[config.mk]
export PLATFORM = sky130hd
export DESIGN_NAME = link_join_ack_frame_responder_flat
export DESIGN_NICKNAME = d
export VERILOG_FILES = /design/src/hw/rtl/ljafr_pkg.sv /design/src/hw/rtl/ljafr_ifs.sv /design/src/hw/rtl/ljafr_datapath.sv /design/src/hw/rtl/ljafr_ctrl.sv /design/src/hw/rtl/link_join_ack_frame_responder.sv /design/src/flat_wrapper.sv
export SDC_FILE = /design/constraint.sdc
export NUM_CORES = 1
export LEC_CHECK = 0
export BUFFER_PORTS_ARGS = -buffer_cell sky130_fd_sc_hd__buf_2
export CAP_MARGIN = 20
export CELL_PAD_IN_SITES_DETAIL_PLACEMENT = 0
export CELL_PAD_IN_SITES_GLOBAL_PLACEMENT = 1
export CORE_UTILIZATION = 55
export DETAILED_ROUTE_END_ITERATION = 6
export PLACE_DENSITY = 0.86
export SLEW_MARGIN = 5
export SYNTH_ARGS = -nofsm -noshare
export SYNTH_HDL_FRONTEND = slang
export SYNTH_HIERARCHICAL = 1
export SYNTH_SLANG_ARGS = --single-unit
[constraint.sdc]
create_clock -name i_clk -period 13.8 [get_ports i_clk]
set_input_delay 4.14 -clock i_clk [delete_from_list [all_inputs] [get_ports i_clk]]
set_output_delay 4.14 -clock i_clk [all_outputs]
set_load 0.01 [all_outputs]
[src/hw/rtl/ljafr_pkg.sv]
// ----------------------------------------------------------------------------
// Link join/ack frame responder: package
// Request codes, frame constants, join subframe table and the control
// structures passed between controller and datapath.
// ----------------------------------------------------------------------------
package ljafr_pkg;

    // Request function codes
    typedef enum logic [1:0] {
        FN_CHILD   = 2'd0,
        FN_PEER    = 2'd1,
        FN_RESTART = 2'd2,
        FN_PULL    = 2'd3
    } t_func;

    // Reply sizing
    localparam int IDX_W            = 5;   // reply word index, up to 20 words
    localparam int BUF_WORDS        = 8;   // words of frame that can be non-zero
    localparam int BUF_BYTES        = 4 * BUF_WORDS;
    localparam int ACK_FRAME_BYTES  = 3;
    localparam int ROW_BYTES        = 14;
    localparam int TABLE_BYTES      = 70;
    localparam int ECHO_FRAME_BYTES = 3 + TABLE_BYTES;
    localparam int ECHO_LAST_IDX    = (ECHO_FRAME_BYTES + 3) / 4;
    localparam int KEPT_WORDS       = 4;

    // Link header codes
    localparam logic [3:0] ST_START   = 4'd1;
    localparam logic [3:0] ST_DATA    = 4'd2;
    localparam logic [3:0] ST_END     = 4'd3;
    localparam logic [3:0] ST_NULL    = 4'd0;
    localparam logic [3:0] ST_ECHO    = 4'd4;
    localparam logic [2:0] JOIN_LAST  = 3'd4;
    localparam logic [2:0] JOIN_DONE  = 3'd5;
    localparam logic [1:0] NULL_REPS  = 2'd3;

    // Controller to datapath
    typedef struct packed {
        logic             child_wr;
        logic             peer_wr;
        logic             restart;
        logic             pull_load;
        logic [IDX_W-1:0] word_idx;
    } t_dp_cmd;

    // Datapath to controller
    typedef struct packed {
        logic [IDX_W-1:0] last_idx;
    } t_dp_sts;

    // Child header scanner state, with the latched acknowledgement
    typedef struct packed {
        logic [4:0] skip;
        logic       done;
        logic       half;
        logic [7:0] low;
        logic       ack_pending;
        logic [3:0] ack_kind;
        logic [1:0] ack_seq;
        logic [1:0] ack_phase;
    } t_scan;

    // One join subframe: header fields and up to five payload bytes
    typedef struct packed {
        logic [3:0]  st;
        logic [1:0]  sq;
        logic [1:0]  ph;
        logic [6:0]  size;
        logic [39:0] pay;
    } t_join_sub;

    function automatic t_join_sub join_entry(input logic [2:0] stage);
        t_join_sub e;
        e = '0;
        case (stage)
            3'd0: begin
                e.st = ST_START; e.sq = 2'd1; e.size = 7'd5; e.pay = 40'h00_01_00_05_00;
            end
            3'd1: begin
                e.st = ST_START; e.sq = 2'd2; e.size = 7'd2;
            end
            3'd2: begin
                e.st = ST_DATA; e.sq = 2'd1; e.size = 7'd1; e.pay = 40'h00_00_00_00_05;
            end
            3'd3: begin
                e.st = ST_END;
            end
            default: begin
                e.st = ST_NULL; e.sq = 2'd1;
            end
        endcase
        return e;
    endfunction

    // Three-byte link frame header
    function automatic logic [23:0] llsf_hdr(input logic [3:0] st, input logic ack,
                                             input logic [1:0] sq, input logic [1:0] ph,
                                             input logic [6:0] size);
        return {5'b0, 1'b1, st, ack, sq, ph, 2'b0, size};
    endfunction

endpackage

[src/hw/rtl/ljafr_ifs.sv]
// ----------------------------------------------------------------------------
// Link join/ack frame responder: channel interfaces
// Request channel (slot words, restart, pull) and reply word channel.
// ----------------------------------------------------------------------------
interface ljafr_req_if;
    logic        valid;
    logic        ready;
    logic [1:0]  func;
    logic [31:0] word;
    logic        last;

    modport source (output valid, func, word, last, input ready);
    modport sink   (input valid, func, word, last, output ready);
    modport mon    (input valid, ready, func, word, last);
endinterface

interface ljafr_rep_if;
    logic        valid;
    logic        ready;
    logic [31:0] reply_word;
    logic        reply_last;

    modport source (output valid, reply_word, reply_last, input ready);
    modport sink   (input valid, reply_word, reply_last, output ready);
    modport mon    (input valid, ready, reply_word, reply_last);
endinterface

[src/hw/rtl/ljafr_datapath.sv]
// ----------------------------------------------------------------------------
// Link join/ack frame responder: datapath
// Slot storage, child header scanner, join/ack state and the reply buffer
// that is built when a pull is taken.
// ----------------------------------------------------------------------------
module ljafr_datapath import ljafr_pkg::*; #(
    parameter int SLOT_WORDS = 16
) (
    input  logic        i_clk,
    input  logic        i_rst_n,
    input  t_dp_cmd     i_cmd,
    input  logic [31:0] i_word,
    input  logic        i_last,
    output t_dp_sts     o_sts,
    output logic [31:0] o_reply_word
);

    localparam int CW = $clog2(SLOT_WORDS + 1);

    logic [2:0]       r_join_stage, n_join_stage;
    logic [1:0]       r_null_cnt, n_null_cnt;
    t_scan            r_scan, n_scan;
    logic [31:0]      r_child_words [KEPT_WORDS];
    logic [31:0]      n_child_words [KEPT_WORDS];
    logic [CW-1:0]    r_child_cnt, n_child_cnt;
    logic             r_child_open, n_child_open;
    logic [31:0]      r_peer_words [KEPT_WORDS];
    logic [31:0]      n_peer_words [KEPT_WORDS];
    logic [CW-1:0]    r_peer_cnt, n_peer_cnt;
    logic             r_peer_open, n_peer_open;
    logic [31:0]      r_buf [BUF_WORDS];
    logic [31:0]      n_buf [BUF_WORDS];
    logic [6:0]       r_hdr, n_hdr;
    logic [IDX_W-1:0] r_last_idx, n_last_idx;

    // Four header-scan steps over the bytes of one word, low byte first
    function automatic t_scan scan_word(input t_scan s_in, input logic [31:0] w);
        t_scan       s;
        logic [7:0]  by;
        logic [15:0] h;
        s = s_in;
        for (int j = 0; j < 4; j++) begin
            by = w[8*j +: 8];
            h  = {by, s.low};
            if (!s.done) begin
                if (s.skip != 5'd0) begin
                    s.skip = s.skip - 5'd1;
                end else if (!s.half) begin
                    s.low  = by;
                    s.half = 1'b1;
                end else begin
                    s.half = 1'b0;
                    if (h == 16'd0) begin
                        s.done = 1'b1;
                    end else begin
                        // non-ack START/DATA/END wants an acknowledgement
                        if (!h[9] && h[13:10] >= ST_START && h[13:10] <= ST_END) begin
                            s.ack_kind    = h[13:10];
                            s.ack_seq     = h[8:7];
                            s.ack_phase   = h[6:5];
                            s.ack_pending = 1'b1;
                        end
                        s.skip = h[4:0];
                    end
                end
            end
        end
        return s;
    endfunction

    t_scan         scan_base;
    logic [CW-1:0] child_base;
    logic [CW-1:0] peer_base;
    t_join_sub     jsub;
    logic [23:0]   fhdr;
    logic [7:0]    eb [BUF_BYTES];
    logic [6:0]    jbytes;

    // Slot start points and frame pieces
    always_comb begin
        scan_base = r_scan;
        if (!r_child_open) begin
            scan_base.skip = '0;
            scan_base.done = 1'b0;
            scan_base.half = 1'b0;
            scan_base.low  = '0;
        end
        child_base = r_child_open ? r_child_cnt : '0;
        peer_base  = r_peer_open ? r_peer_cnt : '0;
        jsub       = join_entry(r_join_stage);
        jbytes     = 7'(ACK_FRAME_BYTES) + jsub.size;
    end

    // Echo frame bytes: header, peer row, child row, zero beyond
    always_comb begin
        fhdr = llsf_hdr(ST_ECHO, 1'b0, 2'd0, 2'd0, 7'(TABLE_BYTES));
        for (int i = 0; i < BUF_BYTES; i++) begin
            eb[i] = '0;
        end
        eb[0] = fhdr[7:0];
        eb[1] = fhdr[15:8];
        eb[2] = fhdr[23:16];
        for (int i = 0; i < ROW_BYTES; i++) begin
            if (r_peer_cnt > CW'(i / 4)) begin
                eb[3 + i] = r_peer_words[i / 4][8*(i % 4) +: 8];
            end
            if (r_child_cnt > CW'(i / 4)) begin
                eb[3 + ROW_BYTES + i] = r_child_words[i / 4][8*(i % 4) +: 8];
            end
        end
    end

    // Next state
    always_comb begin
        n_join_stage  = r_join_stage;
        n_null_cnt    = r_null_cnt;
        n_scan        = r_scan;
        n_child_words = r_child_words;
        n_child_cnt   = r_child_cnt;
        n_child_open  = r_child_open;
        n_peer_words  = r_peer_words;
        n_peer_cnt    = r_peer_cnt;
        n_peer_open   = r_peer_open;
        n_buf         = r_buf;
        n_hdr         = r_hdr;
        n_last_idx    = r_last_idx;

        // child slot word: store, scan, count
        if (i_cmd.child_wr) begin
            n_scan      = scan_base;
            n_child_cnt = child_base;
            if (child_base < CW'(SLOT_WORDS)) begin
                if (child_base < CW'(KEPT_WORDS)) begin
                    n_child_words[child_base[1:0]] = i_word;
                end
                n_scan      = scan_word(scan_base, i_word);
                n_child_cnt = child_base + CW'(1);
            end
            n_child_open = !i_last;
        end

        // peer slot word: store, count
        if (i_cmd.peer_wr) begin
            n_peer_cnt = peer_base;
            if (peer_base < CW'(SLOT_WORDS)) begin
                if (peer_base < CW'(KEPT_WORDS)) begin
                    n_peer_words[peer_base[1:0]] = i_word;
                end
                n_peer_cnt = peer_base + CW'(1);
            end
            n_peer_open = !i_last;
        end

        if (i_cmd.restart) begin
            n_join_stage       = '0;
            n_null_cnt         = '0;
            n_scan.ack_pending = 1'b0;
        end

        // pull: build the reply frame
        if (i_cmd.pull_load) begin
            for (int k = 0; k < BUF_WORDS; k++) begin
                n_buf[k] = '0;
            end
            if (r_scan.ack_pending) begin
                n_scan.ack_pending = 1'b0;
                n_buf[0]   = {8'h00, llsf_hdr(r_scan.ack_kind, 1'b1, r_scan.ack_seq,
                                              r_scan.ack_phase, 7'd0)};
                n_hdr      = 7'(ACK_FRAME_BYTES);
                n_last_idx = IDX_W'(1);
            end else if (r_join_stage < JOIN_DONE) begin
                n_buf[0]   = {jsub.pay[7:0], llsf_hdr(jsub.st, 1'b0, jsub.sq, jsub.ph,
                                                     jsub.size)};
                n_buf[1]   = jsub.pay[39:8];
                n_hdr      = jbytes;
                n_last_idx = IDX_W'((jbytes + 7'd3) >> 2);
                if (jsub.st == ST_NULL) begin
                    n_null_cnt = r_null_cnt + 2'd1;
                    if (n_null_cnt >= NULL_REPS) begin
                        n_join_stage = JOIN_DONE;
                    end
                end else if (r_join_stage < JOIN_LAST) begin
                    n_join_stage = r_join_stage + 3'd1;
                end
            end else begin
                for (int k = 0; k < BUF_WORDS; k++) begin
                    n_buf[k] = {eb[4*k + 3], eb[4*k + 2], eb[4*k + 1], eb[4*k]};
                end
                n_hdr      = 7'(ECHO_FRAME_BYTES);
                n_last_idx = IDX_W'(ECHO_LAST_IDX);
            end
        end
    end

    // Control state
    always_ff @(posedge i_clk) begin
        if (!i_rst_n) begin
            r_join_stage <= '0;
            r_null_cnt   <= '0;
            r_scan       <= '0;
            r_child_cnt  <= '0;
            r_child_open <= 1'b0;
            r_peer_cnt   <= '0;
            r_peer_open  <= 1'b0;
        end else begin
            r_join_stage <= n_join_stage;
            r_null_cnt   <= n_null_cnt;
            r_scan       <= n_scan;
            r_child_cnt  <= n_child_cnt;
            r_child_open <= n_child_open;
            r_peer_cnt   <= n_peer_cnt;
            r_peer_open  <= n_peer_open;
        end
    end

    // Slot words and reply buffer
    always_ff @(posedge i_clk) begin
        r_child_words <= n_child_words;
        r_peer_words  <= n_peer_words;
        r_buf         <= n_buf;
        r_hdr         <= n_hdr;
        r_last_idx    <= n_last_idx;
    end

    // Reply word select: byte count first, then frame words
    logic [IDX_W-1:0] body_idx;
    always_comb begin
        body_idx = i_cmd.word_idx - IDX_W'(1);
        if (i_cmd.word_idx == '0) begin
            o_reply_word = {25'd0, r_hdr};
        end else if (body_idx < IDX_W'(BUF_WORDS)) begin
            o_reply_word = r_buf[body_idx[$clog2(BUF_WORDS)-1:0]];
        end else begin
            o_reply_word = '0;
        end
    end

    assign o_sts.last_idx = r_last_idx;

endmodule

[src/hw/rtl/ljafr_ctrl.sv]
// ----------------------------------------------------------------------------
// Link join/ack frame responder: controller
// Decodes requests into datapath commands and steps the reply words out.
// ----------------------------------------------------------------------------
module ljafr_ctrl import ljafr_pkg::*; (
    input  logic       i_clk,
    input  logic       i_rst_n,
    input  logic       i_req_valid,
    input  logic [1:0] i_req_func,
    output logic       o_req_ready,
    output logic       o_rep_valid,
    input  logic       i_rep_ready,
    output logic       o_rep_last,
    output t_dp_cmd    o_cmd,
    input  t_dp_sts    i_sts
);

    typedef enum logic [1:0] {
        ST_IDLE = 2'b01,
        ST_SEND = 2'b10
    } t_state;

    t_state           r_state, n_state;
    logic [IDX_W-1:0] r_idx, n_idx;
    logic             req_take;

    assign req_take    = (r_state == ST_IDLE) && i_req_valid;
    assign o_req_ready = (r_state == ST_IDLE);
    assign o_rep_valid = (r_state == ST_SEND);
    assign o_rep_last  = (r_idx == i_sts.last_idx);

    // Request decode
    always_comb begin
        o_cmd          = '0;
        o_cmd.word_idx = r_idx;
        if (req_take) begin
            unique case (t_func'(i_req_func))
                FN_CHILD:   o_cmd.child_wr  = 1'b1;
                FN_PEER:    o_cmd.peer_wr   = 1'b1;
                FN_RESTART: o_cmd.restart   = 1'b1;
                FN_PULL:    o_cmd.pull_load = 1'b1;
            endcase
        end
    end

    // Sequencer
    always_comb begin
        n_state = r_state;
        n_idx   = r_idx;
        unique case (r_state)
            ST_IDLE: begin
                if (o_cmd.pull_load) begin
                    n_state = ST_SEND;
                    n_idx   = '0;
                end
            end
            ST_SEND: begin
                if (i_rep_ready) begin
                    if (o_rep_last) begin
                        n_state = ST_IDLE;
                    end else begin
                        n_idx = r_idx + IDX_W'(1);
                    end
                end
            end
            default: n_state = ST_IDLE;
        endcase
    end

    always_ff @(posedge i_clk) begin
        if (!i_rst_n) begin
            r_state <= ST_IDLE;
            r_idx   <= '0;
        end else begin
            r_state <= n_state;
            r_idx   <= n_idx;
        end
    end

endmodule

[src/hw/rtl/link_join_ack_frame_responder.sv]
// ----------------------------------------------------------------------------
// Link join/ack frame responder: top level
// Stores and scans slot words and answers pulls with ack, join or echo
// frames.
// ----------------------------------------------------------------------------
// Usage:
//   i_req carries requests: child slot word, peer slot word, restart join,
//   or pull. o_rep carries the reply words of a pull: a byte-count word,
//   then the frame bytes packed four to a word, low byte first; reply_last
//   marks the final word.
//   Slot words and restarts are taken one per cycle while i_req.ready is high and give no reply.
//   A pull taken at one clock edge presents its byte-count word from the
//   next cycle; the reply is 2 words (ack), 2 or 3 words (join) or 20 words
//   (echo), one per cycle while o_rep.ready is high. The reply counter in
//   the controller sets that pace.
//   i_req.ready is low from the pull until its last reply word is taken.
//   When the receiver stalls, the current reply word holds and no request
//   is taken.
//   Reset (i_rst_n low at a clock edge) restarts the join sequence, drops
//   any pending acknowledgement, empties both slots and abandons a reply.
// ----------------------------------------------------------------------------
module link_join_ack_frame_responder import ljafr_pkg::*; #(
    parameter int SLOT_WORDS = 16
) (
    input  logic         i_clk,
    input  logic         i_rst_n,
    ljafr_req_if.sink    i_req,
    ljafr_rep_if.source  o_rep
);

    t_dp_cmd cmd;
    t_dp_sts sts;

    // Controller
    ljafr_ctrl u_ctrl (
        .i_clk       (i_clk),
        .i_rst_n     (i_rst_n),
        .i_req_valid (i_req.valid),
        .i_req_func  (i_req.func),
        .o_req_ready (i_req.ready),
        .o_rep_valid (o_rep.valid),
        .i_rep_ready (o_rep.ready),
        .o_rep_last  (o_rep.reply_last),
        .o_cmd       (cmd),
        .i_sts       (sts)
    );

    // Datapath
    ljafr_datapath #(
        .SLOT_WORDS (SLOT_WORDS)
    ) u_dp (
        .i_clk        (i_clk),
        .i_rst_n      (i_rst_n),
        .i_cmd        (cmd),
        .i_word       (i_req.word),
        .i_last       (i_req.last),
        .o_sts        (sts),
        .o_reply_word (o_rep.reply_word)
    );

endmodule

[src/flat_wrapper.sv]
// flat-port wrapper written by rule: the top's interface ports become plain ports
module link_join_ack_frame_responder_flat import ljafr_pkg::*;
#(
    parameter int SLOT_WORDS = 16
)
  (i_clk, i_rst_n, i_req_valid, i_req_func, i_req_word, i_req_last, i_req_ready, o_rep_valid, o_rep_reply_word, o_rep_reply_last, o_rep_ready);
  ljafr_req_if i_req_i ();
  ljafr_rep_if o_rep_i ();
  input  logic i_clk;
  input  logic i_rst_n;
  input wire logic [$bits(i_req_i.valid)-1:0] i_req_valid;
  input wire logic [$bits(i_req_i.func)-1:0] i_req_func;
  input wire logic [$bits(i_req_i.word)-1:0] i_req_word;
  input wire logic [$bits(i_req_i.last)-1:0] i_req_last;
  output wire logic [$bits(i_req_i.ready)-1:0] i_req_ready;
  output wire logic [$bits(o_rep_i.valid)-1:0] o_rep_valid;
  output wire logic [$bits(o_rep_i.reply_word)-1:0] o_rep_reply_word;
  output wire logic [$bits(o_rep_i.reply_last)-1:0] o_rep_reply_last;
  input wire logic [$bits(o_rep_i.ready)-1:0] o_rep_ready;
  assign i_req_i.valid = i_req_valid;
  assign i_req_i.func = i_req_func;
  assign i_req_i.word = i_req_word;
  assign i_req_i.last = i_req_last;
  assign i_req_ready = i_req_i.ready;
  assign o_rep_valid = o_rep_i.valid;
  assign o_rep_reply_word = o_rep_i.reply_word;
  assign o_rep_reply_last = o_rep_i.reply_last;
  assign o_rep_i.ready = o_rep_ready;
  link_join_ack_frame_responder #(.SLOT_WORDS(SLOT_WORDS)) u_core (.i_clk(i_clk), .i_rst_n(i_rst_n), .i_req(i_req_i), .o_rep(o_rep_i));
endmodule
==> reports/qor.csv, run 1 <==
stage;metric;value;unit
outcome;status;finished with violations;
pwr;p_switching;0.701;mW
worst_setup_path;start_kind;input pin;
final_layout;stdcell_area;25000;um^2
synthesis;async_reset_ff_share;0;%
timing;fin_crit;10030;ps
cts;htree_levels;2;
global_route;grt_overflow;0;
placed_design;hpwlAfterDp;35200;um
flow_run;max_cap_violations;0;
drt;routed_wl;59800;um
placed_design;dpl_cell_area;23500;um^2
floorplan;dieArea;41900;um^2
hold_path;min_from;u_core/u_dp/r_scan[7]$_SDFFE_PN0P_;
hold_path;worst_hold_path.endpoint;u_core/u_dp/r_scan[7]$_SDFFE_PN0P_;
worst_setup_path;critical_path_class;input pin to register;
worst_setup_path;crit_top_cell;ha_1;
floorplan;initial_utilization;56.4;%
worst_setup_path;reg2reg_to;u_core/u_dp/r_scan[0]$_SDFFE_PN0P_;
drt;via_per_inst;6.38;
cts;cts_buffer_depth;3;
floorplan;core.rowCount;73;
synthesis;synthDistinctLibCells;90;
final_layout;drive_gt1_share;15.6;%
global_route;grt_pass1_wl;88300;um
worst_setup_path;path_cells;buf_2 > nor4_2 > nand4_1 > o21a_1 > o221ai_2 > ha_1 > nand4_1 > or3_1 > o31ai_1 > a22o_1 > ha_1 > o211a_1 > a211oi_1 > nor3_1 > ha_1 > nand3b_1 > or3_1 > nor4_4 > a211oi_1 > a211o_1;
floorplan;die_h;205;um
floorplan;io_pins;74;
drt;vias;14411;
drt;wl_per_cell;26.5;um
drt;drc;1;
floorplan;coreArea;40100;um^2
pwr;power.leakage;8.79;nW
timing;fin_tns_setup;0;ps
worst_setup_path;cp.arrival;10480;ps
drt;drt-initial-drc-count;1551;
global_route;grt_max_degree;92;
worst_setup_path;max_stage_delay;580;ps
synthesis;syn-num-nets;1705;
worst_setup_path;reg2reg_depth;19;
global_route;grt_use_total;29.0;%
placed_design;port_buffers;73;
pwr;peakVddDrop;0.0935;mV
synthesis;syn_area;22600;um^2
pwr;power_frac_clock;39.4;%
synthesis;synth_area_per_cell;13.8;um^2
cts;cts_resized;0;
timing;hold_ws;439;ps
timing;finalSetupViolCount;0;
final_layout;area_delta_synth_final;10.6;%
cts;post_cts_buffers;0;
cts;cts_tree;built;
hold_path;hold_depth;2;
timing;finalCritPeriodShare;72.7;%
floorplan;die_width;205;um
worst_setup_path;crit_path_end_kind;register;
pwr;p_comb_share;6.1;%
timing;worst_slew_pin_slew;1120;ps
cts;ctsHoldBuffers;0;
worst_setup_path;worstPathMaxFanout;11;
synthesis;ys.flop_type;edfxtp_1;
placed_design;place_congestion;0.869;
global_route;antenna_found_initial;5;
pwr;swShare;22.0;%
hold_path;hp-class;register to register;
cts;clk_pin_slew;60;ps
worst_setup_path;r2r_start;u_core/u_dp/r_child_open$_SDFFE_PN0P_;
final_layout;layout.nets;1761;
timing;drv_slew;0;
drt;ant_nets;0;
cts;cts_inserted_buffers;50;
synthesis;synth_seq_cells;516;
cts;clock_latency;570;ps
synthesis;yosysWarnings;6;
pwr;power_frac_seq;54.5;%
drt;firstDrtPassIters;7;
timing;hold_violations;0;
timing;rsz0062_at_grt;false;
synthesis;synth-edff-count;468;
synthesis;syn_inst;1643;
final_layout;final_util;62.4;%
pwr;internal_power;2.49;mW
worst_setup_path;required;14250;ps
pwr;pwr_density_cell;128;nW/um^2
cts;clock-sinks;516;
worst_setup_path;slowest_stage;or3_1;
global_route;grt_pass1_vias;14185;
worst_setup_path;r2r_slack;6790;ps
synthesis;ys_seq_area_share;66.4;%
timing;maxSlewHeadroom;25.2;%
outcome;violations;DRC;
timing;max_freq;0.0997;GHz
cts;root_buffer;clkbuf_16;
timing;fin_skew;15.2;ps
[power groups by stage]
stage                     clock [mW]  combinational, mW  sequential (mW)
after floorplan                    0              0.129             1.77
after global placement             0              0.190             1.77
after detailed placement           0              0.192             1.77
after CTS                       1.27              0.192             1.74
after global routing            1.33              0.211             1.74
final                           1.26              0.196             1.74
[worst max path at each step]
stage | slack (ps) | end | start | cells past startpoint
CTS | 3880 | u_core/u_dp/r_scan[0]$_SDFFE_PN0P_ | i_req_word[1] | 21
detailed placement | 3280 | u_core/u_dp/r_scan[0]$_SDFFE_PN0P_ | i_req_word[1] | 21
global route | 3350 | u_core/u_dp/r_scan[0]$_SDFFE_PN0P_ | i_req_word[1] | 21
global placement | 3500 | u_core/u_dp/r_scan[0]$_SDFFE_PN0P_ | i_req_word[1] | 21
floorplan | 3670 | u_core/u_dp/r_null_cnt[1]$_SDFF_PN0_ | i_req_valid | 7
finish | 3770 | u_core/u_dp/r_scan[0]$_SDFFE_PN0P_ | i_req_word[1] | 20
[routing by layer]
metal  part of all wire [%]  global-route usage (%)  routed length [um]  vias up
li1                       -                       -                   -     6356
met1                     39                    37.9               23400     7217
met2                     49                    48.4               29200      705
met3                    7.7                    4.37                4600      131
met4                    4.3                    12.6                2570        2
met5                  0.022                       0                  13        -
[Yosys cell counts (13+ instances only)]
cell type,count,area [um^2]
nor2_1,77,289
dfxtp_1,48,961
inv_1,32,120
edfxtp_1,468,14100
a21oi_1,71,355
and2_1,176,1100
nand3_1,48,240
clkbuf_1,71,267
nor3_1,41,205
nand2_1,109,409
mux2i_1,23,230
a211oi_1,17,128
mux4_2,45,1010
a31oi_1,17,106
and3_1,78,488
o21ai_0,40,200
ha_1,23,288
nand4_1,20,125
mux2_2,13,146
[flip-flops by register name, indices dropped and copies added, names as in the netlist, 2 cells and up]
| register | cells |
|---|---|
| u_core/u_dp/r_child_cnt | 5 |
| u_core/u_dp/r_child_words | 112 |
| u_core/u_ctrl/r_idx | 5 |
| u_core/u_dp/r_peer_words | 112 |
| u_core/u_dp/r_join_stage | 3 |
| u_core/u_dp/r_null_cnt | 2 |
| u_core/u_dp/r_scan | 24 |
| u_core/u_dp/o_sts | 3 |
| u_core/u_dp/r_hdr | 4 |
| u_core/u_ctrl/r_state | 2 |
| u_core/u_dp/r_peer_cnt | 5 |
| u_core/u_dp/r_buf | 237 |
[per-stage QoR]
stage	worst slack (ps)	std cells	power [mW]
floorplan	3670	1643	1.90
global placement	3500	2170	1.96
detailed placement	3280	2171	1.96
CTS	3880	2256	3.20
global route	3350	2257	3.28
finish	3770	2258	3.19
[placed cells by master (no fill, tap or decap), drive strengths merged, types with 8 or more instances in the layout]
cell type,n
inv,33
a31oi,18
dfxtp,48
a21oi,71
o21ai,43
o211ai,13
mux2i,23
nor3,43
nand2b,11
nand4,20
clkbuf,62
o311ai,10
edfxtp,468
a21o,8
a221oi,11
and2,177
a211oi,17
nor2,77
mux2,13
or3,11
o31ai,9
nor2b,8
ha,23
xnor2,8
and3,78
nand2,109
mux4,45
buf,102
nand3,48
clkinv,18
[layout make-up]
type / instances / area, um^2
timing repair buffer: 102 / 623
sequential: 516 / 15000
fill: 2978 / 15100
multi-input combinational: 997 / 7110
antenna: 1 / 2.50
inverter: 32 / 128
tap: 525 / 657
clock buffer: 62 / 1320
clock inverter: 23 / 156
[critical path, delay by kind of cell]
kind	cells	cell delay, ps
fa+ha+maj	3	840
simple gates	8	3250
buf+inv	1	190
compound gates	8	2030
[logic make-up after synthesis]
kind of cell,Yosys count,synth area share (%)
simple gates,616,15.0
fa+ha+maj,23,1.27
mux,81,6.15
flops,516,66.4
xor+xnor,12,0.465
buf+inv,130,2.42
other cells,1,0.0166
compound gates,264,8.25
Note: power is estimated with default switching activity, not from simulation.
==> run 2: changes to the inputs <==
Settings changed: ABC_AREA set to 1, CORE_UTILIZATION 55 to 45, PLACE_DENSITY 0.86 to 0.79.
Clock period 13.8 ns to 8.2 ns, I/O delays scaled along.
==> run 2 against run 1 <==
The flow now finishes without violations. Wire length grew 4.3%. Flip-flop and latch count unchanged. Combinational power increased to 4.5 times the previous value. Non-clock buffer count fell by 2. Synthesized cell count grew 37%. Clock skew grew 11 ps. Global-route usage fell by 5.1 points. Utilization down 11 points. Final area is 3.9% higher. Critical path type is now register to output port.
==> reports/qor.csv, run 2 <==
stage;metric;value;unit
synthesis;synthDominantCellAreaShare;60.8;%
drt;wl_met1;26200;um
drt;via_per_inst;5.33;
synthesis;yosysWarnings;6;
timing;fin_tns_setup;0;ps
floorplan;io_pins;74;
drt;wl_per_cell;20.5;um
synthesis;syn_area;23100;um^2
worst_setup_path;r2r_start;u_core/u_dp/r_child_open$_SDFFE_PN0P_;
timing;finalCritPeriodShare;83.7;%
synthesis;netlist_top_cells_area;edfxtp_1 61%, nor2_1 5.9%, nand2_1 5.8%, inv_1 5.8%, dfxtp_1 4.2%;
timing;hold_violations;0;
synthesis;synth_area_per_cell;10.3;um^2
placed_design;port_buffers;73;
timing;maxSlewHeadroom;28.0;%
timing;worst_slew_pin_slew;1080;ps
pwr;power.leakage;10.8;nW
synthesis;async_reset_ff_share;0;%
global_route;grt_use_total;23.9;%
synthesis;synth.most_common_cell;edfxtp_1;
synthesis;yosys-top-cells-count;468 x edfxtp_1, 365 x nor2_1, 357 x nand2_1;
placed_design;dpl_cell_area;24300;um^2
worst_setup_path;cp_top_family;buffers and inverters;
drt;ant_nets;0;
worst_setup_path;reg2reg_to;u_core/u_dp/r_scan[12]$_SDFFE_PN0P_;
cts;cts_buffer_depth;3;
final_layout;largest_reg_flops;237;
worst_setup_path;worstPathMaxFanout;82;
final_layout;mostFrequentLayoutCell;edfxtp_1;
placed_design;placed_cells_incl_taps;2937;
cts;clock_latency;600;ps
floorplan;core.rowCount;82;
worst_setup_path;path_cells;inv_2 > ha_1 > buf_4 > inv_2 > buf_4 > a21oi_1 > a22oi_1 > nor2_1 > a211oi_1 > buf_2;
floorplan;initial_utilization;45.9;%
floorplan;coreArea;50400;um^2
hold_path;hp-class;register to register;
final_layout;mostFrequentLayoutCells;468 x edfxtp_1, 358 x nor2_1, 356 x nand2_1;
drt;vias;16167;
worst_setup_path;cp-endpoint;o_rep_reply_word[12];
final_layout;final_util;51.6;%
synthesis;syn-num-nets;2314;
cts;root_buffer;clkbuf_16;
worst_setup_path;cp.arrival;4400;ps
cts;cts_inserted_buffers;52;
drt;wl_met3;4640;um
drt;routed_wl;62300;um
global_route;grt_pass1_vias;15553;
final_layout;stdcell_count;3033;
worst_setup_path;start_kind;register;
cts;clk_pin_slew;60;ps
synthesis;ys_seq_area_share;65.0;%
pwr;pwr_density_cell;240;nW/um^2
global_route;antenna_found_initial;1;
outcome;status;finished, final reports clean;
final_layout;diodes;0;
drt;firstDrtPassIters;5;
worst_setup_path;max_stage_delay;830;ps
synthesis;ys.flop_type;edfxtp_1;
final_layout;regMostFlops;u_core/u_dp/r_buf;
synthesis;synth_seq_cells;516;
hold_path;hold_depth;2;
cts;post_cts_buffers;0;
placed_design;place_congestion;0.860;
worst_setup_path;r2r_slack;2730;ps
worst_setup_path;critical_path_class;register to output port;
floorplan;die_width;229;um
worst_setup_path;crit_path_end_kind;output port;
timing;finalSetupViolCount;0;
cts;htree_levels;2;
timing;fin_crit;6860;ps
synthesis;synthDistinctLibCells;57;
global_route;grt_max_degree;191;
final_layout;drive_gt1_share;11.8;%
pwr;peakVddDrop;0.158;mV
worst_setup_path;required;5740;ps
timing;max_freq;0.146;GHz
drt;dr.max_layer_used;met4;
timing;drv_slew;0;
drt;drt-initial-drc-count;1653;
final_layout;reg_top3;u_core/u_dp/r_buf: 237 flops, u_core/u_dp/r_child_words: 112 flops, u_core/u_dp/r_peer_words: 112 flops;
placed_design;hpwlAfterDp;37900;um
worst_setup_path;crit_start;u_core/u_ctrl/r_idx[0]$_SDFFE_PN0P_;
worst_setup_path;path_buf_inv;5;
floorplan;dieArea;52300;um^2
flow_run;max_cap_violations;0;
drt;drc;0;
timing;rsz0062_at_grt;false;
floorplan;die_h;229;um
cts;cts_tree;built;
final_layout;stdcell_area;26000;um^2
synthesis;yosysTopAreaCell;edfxtp_1;
cts;cts_resized;0;
cts;ctsHoldBuffers;0;
synthesis;synth-edff-count;468;
global_route;grt_overflow;0;
worst_setup_path;reg2reg_depth;34;
cts;clock-sinks;516;
worst_setup_path;path_depth;10;
final_layout;area_delta_synth_final;12.5;%
global_route;grt_pass1_wl;94500;um
timing;fin_skew;25.9;ps
synthesis;syn_inst;2252;
pwr;total_power;6.25;mW
drt;met2_length;29700;um
worst_setup_path;slowest_stage;buf_4;
final_layout;layout.nets;2381;
-- run 2: changes by cell type in the layout (fill, tap and decap cells not counted), moves of 32 or more --
| cell | change |
|---|---|
| nand3_1 | +32 |
| o21ai_0 | +65 |
| nor2_1 | +285 |
| and3_1 | -72 |
| and2_1 | -175 |
| inv_1 | +320 |
| nand2_1 | +247 |
| mux4_2 | -45 |
| a21oi_1 | +40 |
-- run 2: per-layer routing --
metal  up-vias  GRT usage, %
met4         0          8.05
met3        96          3.75
li1       7631             -
met2       589          39.7
met1      7851          32.1
met5         -             0
-- run 2: worst min-delay path by stage --
| stage | from | end | slack, ps |
|---|---|---|---|
| floorplan | u_core/u_dp/r_scan[8]$_SDFF_PN0_ | u_core/u_dp/r_buf[237]$_SDFFCE_PP1P_ | 410 |
| global placement | u_core/u_dp/r_scan[6]$_SDFFE_PN0P_ | u_core/u_dp/r_scan[6]$_SDFFE_PN0P_ | 430 |
| detailed placement | u_core/u_dp/r_scan[6]$_SDFFE_PN0P_ | u_core/u_dp/r_scan[6]$_SDFFE_PN0P_ | 440 |
| CTS | u_core/u_dp/r_scan[6]$_SDFFE_PN0P_ | u_core/u_dp/r_scan[6]$_SDFFE_PN0P_ | 450 |
| global route | u_core/u_dp/r_scan[6]$_SDFFE_PN0P_ | u_core/u_dp/r_scan[6]$_SDFFE_PN0P_ | 470 |
| finish | u_core/u_dp/r_scan[6]$_SDFFE_PN0P_ | u_core/u_dp/r_scan[6]$_SDFFE_PN0P_ | 450 |
-- run 2: layout make-up --
cell class	count	area, um^2
clock buffers	62	1340
clock inverters	34	358
fillers	4470	24400
inverters	374	1410
multi-input cells	1275	6420
flip-flops and latches	516	15000
well taps	672	841
repair buffers	100	613
-- run 2: report_power, final --
part	internal (mW)	leakage, nW	switching (mW)
logic	0.252	5.20	0.631
clock network	1.39	0.832	0.985
registers	2.95	4.80	0.0451
-- run 2: cell families after synthesis --
group                    share of synthesized area (%)
AO/OA/AOI/OAI                                     8.40
XOR/XNOR                                         0.374
adder cells (fa/ha/maj)                           1.25
buffers and inverters                             7.73
flip-flops                                        65.0
multiplexers                                     0.173
other                                           0.0162
AND/OR/NAND/NOR                                   17.1
-- run 2: worst min-delay path: stages, from the launching register on --
cell and delay (ps):
dfxtp_1 320, nand2_1 60, a21oi_1 40
-- run 2: per-stage QoR --
step | setup WS (ps) | hold slack (ps)
floorplan | 1330 | 406
global placement | 1100 | 433
detailed placement | 870 | 436
CTS | 1430 | 447
global route | 849 | 467
finish | 1340 | 454
